===== src/sv/wspr_pkg.sv =====
package wspr_pkg;

  typedef struct packed {
    logic       found;
    logic [4:0] idx;
  } dbm_t;

  localparam logic signed [17:0] LOC_LIMIT = 18'sd4319;

  // Reciprocal multipliers: q = (x * MUL) >> SHIFT, exact over the operand width.
  localparam logic [30:0] DIV267_MUL   = 31'd2059010539;  // 30-bit operand
  localparam int          DIV267_SHIFT = 39;
  localparam logic [19:0] DIV3W_MUL    = 20'd699051;      // 19-bit operand
  localparam int          DIV3W_SHIFT  = 21;
  localparam logic [15:0] DIV3N_MUL    = 16'd43691;       // 15-bit operand
  localparam int          DIV3N_SHIFT  = 17;
  localparam logic [29:0] DIV21_MUL    = 30'd818089009;   // 29-bit operand
  localparam int          DIV21_SHIFT  = 34;
  localparam logic [22:0] DIV5_MUL     = 23'd6710887;     // 22-bit operand
  localparam int          DIV5_SHIFT   = 25;
  localparam logic [19:0] DIV45_MUL    = 20'd745655;      // 19-bit operand
  localparam int          DIV45_SHIFT  = 25;

  function automatic dbm_t dbm_index(input logic [5:0] p);
    dbm_t r;
    r.found = 1'b1;
    case (p)
      6'd0:    r.idx = 5'd0;
      6'd3:    r.idx = 5'd1;
      6'd7:    r.idx = 5'd2;
      6'd10:   r.idx = 5'd3;
      6'd13:   r.idx = 5'd4;
      6'd17:   r.idx = 5'd5;
      6'd20:   r.idx = 5'd6;
      6'd23:   r.idx = 5'd7;
      6'd27:   r.idx = 5'd8;
      6'd30:   r.idx = 5'd9;
      6'd33:   r.idx = 5'd10;
      6'd37:   r.idx = 5'd11;
      6'd40:   r.idx = 5'd12;
      6'd43:   r.idx = 5'd13;
      6'd47:   r.idx = 5'd14;
      6'd50:   r.idx = 5'd15;
      6'd53:   r.idx = 5'd16;
      6'd57:   r.idx = 5'd17;
      6'd60:   r.idx = 5'd18;
      default: begin
        r.idx   = 5'd0;
        r.found = 1'b0;
      end
    endcase
    return r;
  endfunction

  function automatic logic signed [13:0] loc_sat(input logic signed [17:0] v);
    logic signed [13:0] r;
    if (v > LOC_LIMIT) begin
      r = 14'(LOC_LIMIT);
    end else if (v < -LOC_LIMIT) begin
      r = 14'(-LOC_LIMIT);
    end else begin
      r = v[13:0];
    end
    return r;
  endfunction

  // Field index of a regular-grid letter, lower case folded.
  function automatic logic signed [17:0] grid_letter(input logic [7:0] c);
    logic signed [17:0] r;
    if (c >= 8'd97 && c <= 8'd122) begin
      r = $signed({10'd0, c}) - 18'sd97;
    end else begin
      r = $signed({10'd0, c}) - 18'sd65;
    end
    return r;
  endfunction

endpackage


===== src/sv/wspr_telemetry_decoder_top.sv =====
// WSPR basic telemetry decoder.
// Input: present the telemetry callsign characters, the regular-message grid,
// the telemetry grid and the telemetry power on the in_ ports and raise start.
// A word is taken at every rising edge with start high and busy low; busy is
// always low, so a new word may be taken every cycle.
// Output: each decoded word appears on the out_ ports for exactly one cycle,
// flagged by out_valid, once it has passed through every register stage.
// Throughput is one word per cycle; there are six register stages: digit
// packing, three reciprocal-multiply divide stages (1068, 24, 24 on the callsign
// number; 42, 40, 90 on the grid/power number, one divide of each per stage),
// then latitude and longitude offset and saturation on the last two stages.
// Results leave in input order. The receiver cannot stall the block.
// Reset (rst_n low at a clock edge) clears every stage valid bit, dropping
// words in flight; the data registers are not reset.
module wspr_telemetry_decoder_top
  import wspr_pkg::*;
(
  input  logic               clk,
  input  logic               rst_n,
  input  logic               start,
  output logic               busy,
  input  logic [31:0]        in_telem_call_chars,
  input  logic [31:0]        in_base_grid_chars,
  input  logic [31:0]        in_telem_grid_chars,
  input  logic [5:0]         in_telem_power_dbm,
  output logic               out_valid,
  output logic [14:0]        out_altitude_m,
  output logic [4:0]         out_subsq_lon,
  output logic [4:0]         out_subsq_lat,
  output logic signed [13:0] out_lat_48ths,
  output logic signed [13:0] out_lon_24ths,
  output logic               out_telem_flag,
  output logic               out_gps_valid,
  output logic [5:0]         out_speed_code,
  output logic [5:0]         out_voltage_code,
  output logic signed [6:0]  out_temperature_c,
  output logic               out_power_invalid
);

  logic [6:1] v_r, v_nxt;

  // stage 1
  logic [31:0]        x1_r, x1_nxt, x2_r, x2_nxt;
  logic signed [17:0] latp1_r, latp1_nxt, lonp1_r, lonp1_nxt;
  logic               pinv1_r, pinv1_nxt;
  // stage 2
  logic [21:0]        q1_2_r, q1_2_nxt;
  logic [10:0]        x1lo2_r;
  logic [1:0]         bits2_r;
  logic [5:0]         ylo2_r;
  logic [24:0]        qa2_r, qa2_nxt;
  logic signed [17:0] latp2_r, lonp2_r;
  logic               pinv2_r;
  // stage 3
  logic [14:0]        alt3_r, alt3_nxt;
  logic [4:0]         q1lo3_r;
  logic [17:0]        q2_3_r, q2_3_nxt;
  logic [5:0]         spd3_r, spd3_nxt, qalo3_r;
  logic [1:0]         bits3_r;
  logic [19:0]        qb3_r, qb3_nxt;
  logic signed [17:0] latp3_r, lonp3_r;
  logic               pinv3_r;
  // stage 4
  logic [14:0]        alt4_r;
  logic [4:0]         slat4_r, slat4_nxt, q2lo4_r;
  logic [13:0]        q3_4_r, q3_4_nxt;
  logic [5:0]         spd4_r, volt4_r, volt4_nxt;
  logic [1:0]         bits4_r;
  logic [6:0]         qblo4_r;
  logic [13:0]        qc4_r, qc4_nxt;
  logic signed [17:0] latp4_r, lonp4_r;
  logic               pinv4_r;
  // stage 5
  logic [14:0]        alt5_r;
  logic [4:0]         slat5_r, slon5_r, slon5_nxt;
  logic signed [13:0] lat5_r, lat5_nxt;
  logic signed [17:0] lonp5_r;
  logic [5:0]         spd5_r, volt5_r;
  logic [1:0]         bits5_r;
  logic signed [6:0]  temp5_r, temp5_nxt;
  logic               pinv5_r;
  // stage 6
  logic [14:0]        alt6_r;
  logic [4:0]         slat6_r, slon6_r;
  logic signed [13:0] lat6_r, lon6_r, lon6_nxt;
  logic [5:0]         spd6_r, volt6_r;
  logic [1:0]         bits6_r;
  logic signed [6:0]  temp6_r;
  logic               pinv6_r;

  // stage 1: digit packing, grid field/square, power index
  always_comb begin
    logic [7:0]  c1;
    logic [31:0] d0, d1, d2, d3, t0, t1, t2, t3;
    dbm_t        pw;
    c1 = in_telem_call_chars[31:24];
    d0 = (c1 < 8'd65) ? ({24'd0, c1} - 32'd48) : ({24'd0, c1} - 32'd55);
    d1 = {24'd0, in_telem_call_chars[23:16]} - 32'd65;
    d2 = {24'd0, in_telem_call_chars[15:8]}  - 32'd65;
    d3 = {24'd0, in_telem_call_chars[7:0]}   - 32'd65;
    x1_nxt = d0 * 32'd17576 + d1 * 32'd676 + d2 * 32'd26 + d3;

    pw = dbm_index(in_telem_power_dbm);
    pinv1_nxt = ~pw.found;
    t0 = {24'd0, in_telem_grid_chars[31:24]} - 32'd65;
    t1 = {24'd0, in_telem_grid_chars[23:16]} - 32'd65;
    t2 = {24'd0, in_telem_grid_chars[15:8]}  - 32'd48;
    t3 = {24'd0, in_telem_grid_chars[7:0]}   - 32'd48;
    x2_nxt = t0 * 32'd34200 + t1 * 32'd1900 + t2 * 32'd190 + t3 * 32'd19
           + {27'd0, pw.idx};

    lonp1_nxt = grid_letter(in_base_grid_chars[31:24]) * 18'sd480
              + ($signed({10'd0, in_base_grid_chars[15:8]}) - 18'sd48) * 18'sd48
              - 18'sd4319;
    latp1_nxt = grid_letter(in_base_grid_chars[23:16]) * 18'sd480
              + ($signed({10'd0, in_base_grid_chars[7:0]}) - 18'sd48) * 18'sd48
              - 18'sd4319;
  end

  // stage 2: first divide of each packed number
  always_comb begin
    logic [60:0] p1;
    logic [58:0] p2;
    p1 = 61'(x1_r[31:2]) * 61'(DIV267_MUL);
    q1_2_nxt = p1[DIV267_SHIFT +: 22];
    p2 = 59'(x2_r[31:3]) * 59'(DIV21_MUL);
    qa2_nxt = p2[DIV21_SHIFT +: 25];
  end

  // stage 3: remainders of the first divides, second divides
  always_comb begin
    logic [10:0] r1;
    logic [38:0] p1;
    logic [44:0] p2;
    r1 = x1lo2_r - 11'(q1_2_r * 22'd1068);
    alt3_nxt = 15'(r1) * 15'd20;
    p1 = 39'(q1_2_r[21:3]) * 39'(DIV3W_MUL);
    q2_3_nxt = p1[DIV3W_SHIFT +: 18];
    spd3_nxt = ylo2_r - 6'(qa2_r * 25'd42);
    p2 = 45'(qa2_r[24:3]) * 45'(DIV5_MUL);
    qb3_nxt = p2[DIV5_SHIFT +: 20];
  end

  // stage 4
  always_comb begin
    logic [30:0] p1;
    logic [38:0] p2;
    slat4_nxt = q1lo3_r - 5'(q2_3_r * 18'd24);
    p1 = 31'(q2_3_r[17:3]) * 31'(DIV3N_MUL);
    q3_4_nxt = p1[DIV3N_SHIFT +: 14];
    volt4_nxt = qalo3_r - 6'(qb3_r * 20'd40);
    p2 = 39'(qb3_r[19:1]) * 39'(DIV45_MUL);
    qc4_nxt = p2[DIV45_SHIFT +: 14];
  end

  // stage 5
  always_comb begin
    logic [6:0] tr;
    slon5_nxt = q2lo4_r - 5'(q3_4_r * 14'd24);
    lat5_nxt  = loc_sat(latp4_r + $signed({12'd0, slat4_r, 1'b0}));
    tr        = qblo4_r - 7'(qc4_r * 14'd90);
    temp5_nxt = $signed(tr - 7'd50);
  end

  // stage 6
  always_comb begin
    lon6_nxt = loc_sat(lonp5_r + $signed({12'd0, slon5_r, 1'b0}));
  end

  always_comb begin
    v_nxt = {v_r[5:1], start & ~busy};
  end

  always_ff @(posedge clk) begin
    if (!rst_n) begin
      v_r <= '0;
    end else begin
      v_r <= v_nxt;
    end
  end

  always_ff @(posedge clk) begin
    x1_r    <= x1_nxt;
    x2_r    <= x2_nxt;
    latp1_r <= latp1_nxt;
    lonp1_r <= lonp1_nxt;
    pinv1_r <= pinv1_nxt;

    q1_2_r  <= q1_2_nxt;
    x1lo2_r <= x1_r[10:0];
    bits2_r <= x2_r[1:0];
    ylo2_r  <= x2_r[7:2];
    qa2_r   <= qa2_nxt;
    latp2_r <= latp1_r;
    lonp2_r <= lonp1_r;
    pinv2_r <= pinv1_r;

    alt3_r  <= alt3_nxt;
    q1lo3_r <= q1_2_r[4:0];
    q2_3_r  <= q2_3_nxt;
    spd3_r  <= spd3_nxt;
    qalo3_r <= qa2_r[5:0];
    bits3_r <= bits2_r;
    qb3_r   <= qb3_nxt;
    latp3_r <= latp2_r;
    lonp3_r <= lonp2_r;
    pinv3_r <= pinv2_r;

    alt4_r  <= alt3_r;
    slat4_r <= slat4_nxt;
    q2lo4_r <= q2_3_r[4:0];
    q3_4_r  <= q3_4_nxt;
    spd4_r  <= spd3_r;
    volt4_r <= volt4_nxt;
    bits4_r <= bits3_r;
    qblo4_r <= qb3_r[6:0];
    qc4_r   <= qc4_nxt;
    latp4_r <= latp3_r;
    lonp4_r <= lonp3_r;
    pinv4_r <= pinv3_r;

    alt5_r  <= alt4_r;
    slat5_r <= slat4_r;
    slon5_r <= slon5_nxt;
    lat5_r  <= lat5_nxt;
    lonp5_r <= lonp4_r;
    spd5_r  <= spd4_r;
    volt5_r <= volt4_r;
    bits5_r <= bits4_r;
    temp5_r <= temp5_nxt;
    pinv5_r <= pinv4_r;

    alt6_r  <= alt5_r;
    slat6_r <= slat5_r;
    slon6_r <= slon5_r;
    lat6_r  <= lat5_r;
    lon6_r  <= lon6_nxt;
    spd6_r  <= spd5_r;
    volt6_r <= volt5_r;
    bits6_r <= bits5_r;
    temp6_r <= temp5_r;
    pinv6_r <= pinv5_r;
  end

  assign busy              = 1'b0;
  assign out_valid         = v_r[6];
  assign out_altitude_m    = alt6_r;
  assign out_subsq_lon     = slon6_r;
  assign out_subsq_lat     = slat6_r;
  assign out_lat_48ths     = lat6_r;
  assign out_lon_24ths     = lon6_r;
  assign out_telem_flag    = bits6_r[0];
  assign out_gps_valid     = bits6_r[1];
  assign out_speed_code    = spd6_r;
  assign out_voltage_code  = volt6_r;
  assign out_temperature_c = temp6_r;
  assign out_power_invalid = pinv6_r;

endmodule

===== config.mk =====
export PLATFORM = sky130hd
export DESIGN_NAME = wspr_telemetry_decoder_top
export DESIGN_NICKNAME = d
export VERILOG_FILES = /design/src/sv/wspr_pkg.sv /design/src/sv/wspr_telemetry_decoder_top.sv
export SDC_FILE = /design/constraint.sdc
export NUM_CORES = 2
export LEC_CHECK = 0
export ABC_CLOCK_PERIOD_IN_PS = 16050
export BUFFER_PORTS_ARGS = -buffer_cell sky130_fd_sc_hd__clkbuf_2
export CELL_PAD_IN_SITES_DETAIL_PLACEMENT = 2
export CELL_PAD_IN_SITES_GLOBAL_PLACEMENT = 2
export CORE_AREA = 5 5 421 423
export DETAILED_ROUTE_END_ITERATION = 12
export DIE_AREA = 0 0 426 428
export PLACE_DENSITY = 0.92
export SLEW_MARGIN = 20
export SYNTH_ARGS = -nofsm -noshare
export SYNTH_HDL_FRONTEND = slang
export SYNTH_SLANG_ARGS = --single-unit

===== constraint.sdc =====
create_clock -name clk -period 16.05 [get_ports clk]
set_input_delay 0.8025 -clock clk [delete_from_list [all_inputs] [get_ports clk]]
set_output_delay 0.8025 -clock clk [all_outputs]
set_load 0.01 [all_outputs]

======== Word-level counts from Yosys, hierarchy flattened ========
Index checks and enable logic that the tools add are counted.
word-level totals
  logic and storage cells ................. 158
  register bits ........................... 576
  output and inout bits ................... 77
  bits of input ports ..................... 105
operators by class
  reduce and logical (&&, ||, !) cells .... 6
  multipliers ............................. 24
  bitwise operators ....................... 1
  order comparisons ....................... 9
  multiplexer cells ....................... 7
  add/sub/neg operators ................... 35
  equality and inequality tests ........... 18
operators with widths
  cell                                                                               count
  32-bit adder                                                                       6
  5-bit case mux with 18 select lines                                                1
  8-bit by 7-bit subtractor with 9-bit output, second input constant                 9
  19-bit by 20-bit multiplier with 39-bit output, second input constant              2
  30-bit by 31-bit multiplier with 61-bit output, second input constant              1
  29-bit by 30-bit multiplier with 59-bit output, second input constant              1
  6-bit == test, second input constant                                               9
  8-bit by 6-bit subtractor with 9-bit output, second input constant                 6
  22-bit by 23-bit multiplier with 45-bit output, second input constant              1
  18-bit by 16-bit adder with 18-bit output                                          2
  18-bit by 7-bit adder with 18-bit output                                           2
  18-bit by 14-bit greater-than comparator with 1-bit output, second input constant  2
  18-bit by 14-bit less-than comparator with 1-bit output, second input constant     2
  18-bit by 5-bit multiplier with 13-bit output, second input constant               2
  18-bit two-way mux                                                                 2
  18-bit by 14-bit subtractor with 18-bit output, second input constant              2
  32-bit by 5-bit adder with 32-bit output                                           1
  32-bit by 12-bit multiplier with 29-bit output, second input constant              1
  32-bit by 13-bit multiplier with 29-bit output, second input constant              1
  32-bit by 4-bit multiplier with 31-bit output, second input constant               1
  32-bit by 7-bit multiplier with 31-bit output, second input constant               1
  32-bit by 8-bit multiplier with 30-bit output, second input constant               1
  32-bit by 9-bit multiplier with 30-bit output, second input constant               1
  32-bit two-way mux                                                                 1
  29 further kinds                                                                   42

======== Depth between registers and ports, before layout ========
  depth after elaboration ................. 6
  depth in mapped cells ................... 40
  mapped depth without buffers ............ 40

======== Worst setup path after synthesis ========
Ideal clock, no wire load.
  path type ............................... in2reg
  from .................................... input in_telem_grid_chars[12]
  to ...................................... register x2_r[26]
  library setup time ...................... 0.072 ns
  path buffers ............................ 1
  required time ........................... 15.978 ns
  setup slack ............................. 7.095 ns
  arrival time ............................ 8.882 ns
  cell stages on the path ................. 34
  cells stage by stage .................... ha_1 nor3_2 clkbuf_1 ha_1 xnor2_1 fa_1 fa_1 fa_1 ha_1 o21a_1 o21ai_0 nand2b_1 and2_1 nor2b_1 a311o_1 a21oi_1 nor3_1 or2_2 fa_1 inv_1 fa_1 inv_1 ha_1 ha_1 a21o_1 a21oi_1 o21ai_0 nor2_1 o2111ai_1 and2_1 a31oi_1 nand2b_1 nor2b_1 xnor2_1
on the way
  cells in the longest elaborated chain, start to end .. 5
RTL lines
  what                                           line                               source
  from (decl)                                    wspr_telemetry_decoder_top.sv:24   input logic [31:0] in_telem_grid_chars,
  8-bit by 6-bit subtractor with 9-bit output    wspr_telemetry_decoder_top.sv:107  t2 = {24'd0, in_telem_grid_chars[15:8]} - 32'd48;
  32-bit by 7-bit multiplier with 31-bit output  wspr_telemetry_decoder_top.sv:109  x2_nxt = t0 * 32'd34200 + t1 * 32'd1900 + t2 * 32'd190 + t3 * 32'd19
  32-bit adder (2 in series)                     wspr_telemetry_decoder_top.sv:109
  32-bit by 5-bit adder with 32-bit output       wspr_telemetry_decoder_top.sv:110  + {27'd0, pw.idx};
  net x2_nxt[26]                                 wspr_telemetry_decoder_top.sv:43   logic [31:0] x1_r, x1_nxt, x2_r, x2_nxt;
  to (signal assigned)                           wspr_telemetry_decoder_top.sv:184  x2_r <= x2_nxt;
  to (decl)                                      wspr_telemetry_decoder_top.sv:43
The timed path passes the listed nets, and every way through them passes these cells.
A chain may end at the register's enable or synchronous reset.

======== Worst setup path in the final report ========
  from .................................... input in_telem_call_chars[28]
  to ...................................... register x1_r[31]
on the way
  cells in the longest elaborated chain, start to end .. 6
  elaborated cells between the ends (all ways) .. 8
  classes of those cells .................. add/sub: 5; mul: 1; order compare: 1; mux: 1
RTL lines
  what                                                                                                                         line                               source
  from (decl)                                                                                                                  wspr_telemetry_decoder_top.sv:22   input logic [31:0] in_telem_call_chars,
  8-bit by 6-bit subtractor with 9-bit output / 8-bit by 7-bit less-than comparator with 1-bit output (equally long branches)  wspr_telemetry_decoder_top.sv:97   d0 = (c1 < 8'd65) ? ({24'd0, c1} - 32'd48) : ({24'd0, c1} - 32'd55);
  32-bit two-way mux (*)                                                                                                       wspr_telemetry_decoder_top.sv:97
  32-bit by 12-bit multiplier with 29-bit output (*)                                                                           wspr_telemetry_decoder_top.sv:101  x1_nxt = d0 * 32'd17576 + d1 * 32'd676 + d2 * 32'd26 + d3;
  32-bit adder (*) (3 in series)                                                                                               wspr_telemetry_decoder_top.sv:101
  net x1_nxt[31]                                                                                                               wspr_telemetry_decoder_top.sv:43
  to (signal assigned)                                                                                                         wspr_telemetry_decoder_top.sv:183  x1_r <= x1_nxt;
  to (decl)                                                                                                                    wspr_telemetry_decoder_top.sv:43
The timed path passes the listed nets; every way through them passes the cells marked *.

==> metrics.md <==
| Metric | Value |
|---|---|
| H-tree depth | `3` |
| Cts hold-fix bufs | `0` |
| F_max | `94.9 MHz` |
| Root buffer cell | `clkbuf_16` |
| Buffer count from post-CTS setup fixing | `0` |
| Ys flop type | `dfxtp_1` |
| Final Hold Viols | `0` |
| Post-route cell area | `83,500 sq um` |
| Avg WL per Cell | `~33 um` |
| Chip width | `426 um` |
| # setup viols final | `0` |
| Placed Area | `81,200 sq um` |
| Slew HR | `between 20% and 30%` |
| Clk Latency, worst-skew pair | `740 ps` |
| Setup TNS | `0 ps` |
| Worst path max stage delay | `slightly below 600 ps` |
| Syn Area/Cell | `10.0 sq um` |
| Die height | `~430 um` |
| FF-to-FF path depth | `23` |
| Largest family of logic cells by synthesized area | `adder cells` |
| Hold Path Class | `in -> reg` |
| Core footprint | `173,000 sq um` |
| Overall Global Routing Usage | `37.4%` |
| Mux contribution to synthesized area | `0.307%` |
| Remaining antenna violation count after routing | `0` |
| Compound-Gate Fraction of Synth Area | `under 10%` |
| Largest net degree at the start of global routing | `27` |
| Final min period | `10,540 ps` |
| Asr flop ratio synth | `0%` |
| Synth Register Bits | `slightly above 500` |
| First-pass GRT wire length | `~510,000 um` |
| Synth Area in Simple Gates | `5.12%` |
| Ranking of synthesized cells by area | `fa_1 30%, ha_1 28%, dfxtp_1 13%` |
| Post-Synth XOR/XNOR Area | `5.88%` |
| Num CTS Buffers | `66` |
| FP Rows | `153` |
| Dpl cells | `10,200` |
| Critical path class | `in -> reg` |
| # IOs | `182` |
| Synthesis-to-layout area growth | `7.77%` |
| Max-Cap Viols | `0` |
| Post-CTS Resized | `0` |
| Startpoint Class | `primary input` |
| Buffers on Ports | `around 180` |
| Initial antenna violation count | `7` |
| Max Slew Vio Count | `0` |
| DRT Wirelength | `344,000 um` |
| Tcrit/Tclk final | `65.6%` |
| Worst path required time | `16,660 ps` |
| Clock skew | `44.0 ps` |
| Netlist cell types | `102` |
| Outcome | `finished, final reports clean` |
| Top post-synthesis cells by count | `2,026 x inv_1, 1,708 x ha_1, 1,162 x fa_1` |
| Crit-path max FO | `6` |
| Netlist Area Pre-Place | `approximately 77,000 sq um` |
| Critical path endpoint category | `flip-flop` |
| Crit-path slowest cell | `fa_1` |
| Vias in the first global route | `approximately 77,000` |
| Synth area leader | `fa_1` |
| Final hold slack | `235 ps` |
| First drt pass iteration count | `5` |
| CTS clk-pin slew, worst paths | `70 ps` |
| CTS tree | `yes` |
| Cells after synthesis | `between 7,000 and 8,000` |
| Die area | `182,000 sq um` |
| Post-synth EDFFs | `0` |
| DR vias | `61,400` |
| Grt ovf | `0` |
| Arrival time worst endpoint | `11,150 ps` |
| Yosys warns | `0` |
| Slew @ Worst Pin | `1090 ps` |
| Nets | `10,900` |
| RSZ-0062 raised after global routing | `no` |
| Drt first-iter violations | `3,511` |
| Post-Synth Adder-Cell Area | `57.6%` |
| Gp weighted congestion | `~0.92` |
| Top-count cell post-synth | `inv_1` |
| Post-DP HPWL | `251,000 um` |
| Seq/Total Area, Yosys | `13.4%` |
| DRC Markers | `0` |
| Vias per cell | `5.95` |
| Hold path depth | `1` |
| Share of cells above drive strength 1 | `under 10%` |
| Initial Util | `around 45%` |
| CTS Sinks | `approximately 520` |
| Fin cells | `10,300` |
| Clock buffer depth | `3` |
| Top-area cell type share of the netlist area | `30.0%` |
-- layout by cell type, fill, tap and decap left out, types with 164 or more instances in the layout --
cell,count
a21oi_1,272
clkbuf_2,176
dfxtp_1,517
fa_1,1162
ha_1,1708
inv_1,2026
nand2_1,184
nor2_1,219
o21ai_0,182
xnor2_1,353
xor2_1,164
-- logic make-up (layout without fill, tap and decap cells) --
| family | after synthesis | in the layout |
|---|---|---|
| mux | 23 | 23 |
| flops | 517 | 517 |
| compound gates | 923 | 923 |
| xor+xnor | 519 | 519 |
| buf+inv | 2061 | 2330 |
| fa+ha+maj | 2873 | 2873 |
| simple gates | 804 | 804 |
| other cells | 2 | 6 |
-- sequential cells by signal, summed over array words and instances, names as in the netlist, 13 cells and up --
signal	flops
alt3_r	13
alt4_r	13
alt5_r	13
lat5_r	13
latp1_r	14
latp2_r	14
latp3_r	14
latp4_r	14
lonp1_r	14
lonp2_r	14
lonp3_r	14
lonp4_r	14
lonp5_r	14
out_altitude_m	13
out_lat_48ths	13
out_lon_24ths	13
q1_2_r	22
q2_3_r	18
qa2_r	25
qb3_r	20
x1_r	32
x2_r	32
-- stage by stage --
stage                     utilization (%)  setup slack, ps
after floorplan                         -             7100
after global placement               46.9             6180
after detailed placement             46.9             5550
after CTS                            48.2             5710
after global routing                 48.2             5250
final                                48.2             5510
-- final cells by class --
class | instances | area, sq um
multi-input combinational | 5147 | 59400
inverter | 2029 | 7620
clock buffer | 80 | 1790
fill | 18000 | 89600
timing repair buffer | 183 | 933
clock inverter | 38 | 509
tap | 2325 | 2910
sequential | 517 | 10300
antenna | 1 | 2.50
-- final timing paths --
path / startpoint / endpoint / slack (ps)
hold / removal: in_base_grid_chars[0] / latp1_r[4] / 230
setup reg to reg: x1_r[8] / q1_2_r[13] / 5920
setup / recovery: in_telem_call_chars[28] / x1_r[31] / 5510
hold reg to reg: lonp4_r[12] / lonp5_r[12] / 320
-- worst max-delay path, delay by kind of cell --
family          cells  cell delay (ps)
xor+xnor            1              120
mux                 1              570
compound gates     18             4270
fa+ha+maj          10             3980
buf+inv             6              740
simple gates        3              680
-- routing by layer --
metal	global-route usage, %	routed length (um)	up-vias
met5	0	31	-
met4	34.8	39400	4
met3	7.07	17100	2029
met2	68.1	177000	3038
met1	34.8	111000	31400
li1	-	-	24900
Power is not shown: default switching activity piles up to over one toggle a cycle in this logic, so the estimate is an artifact.
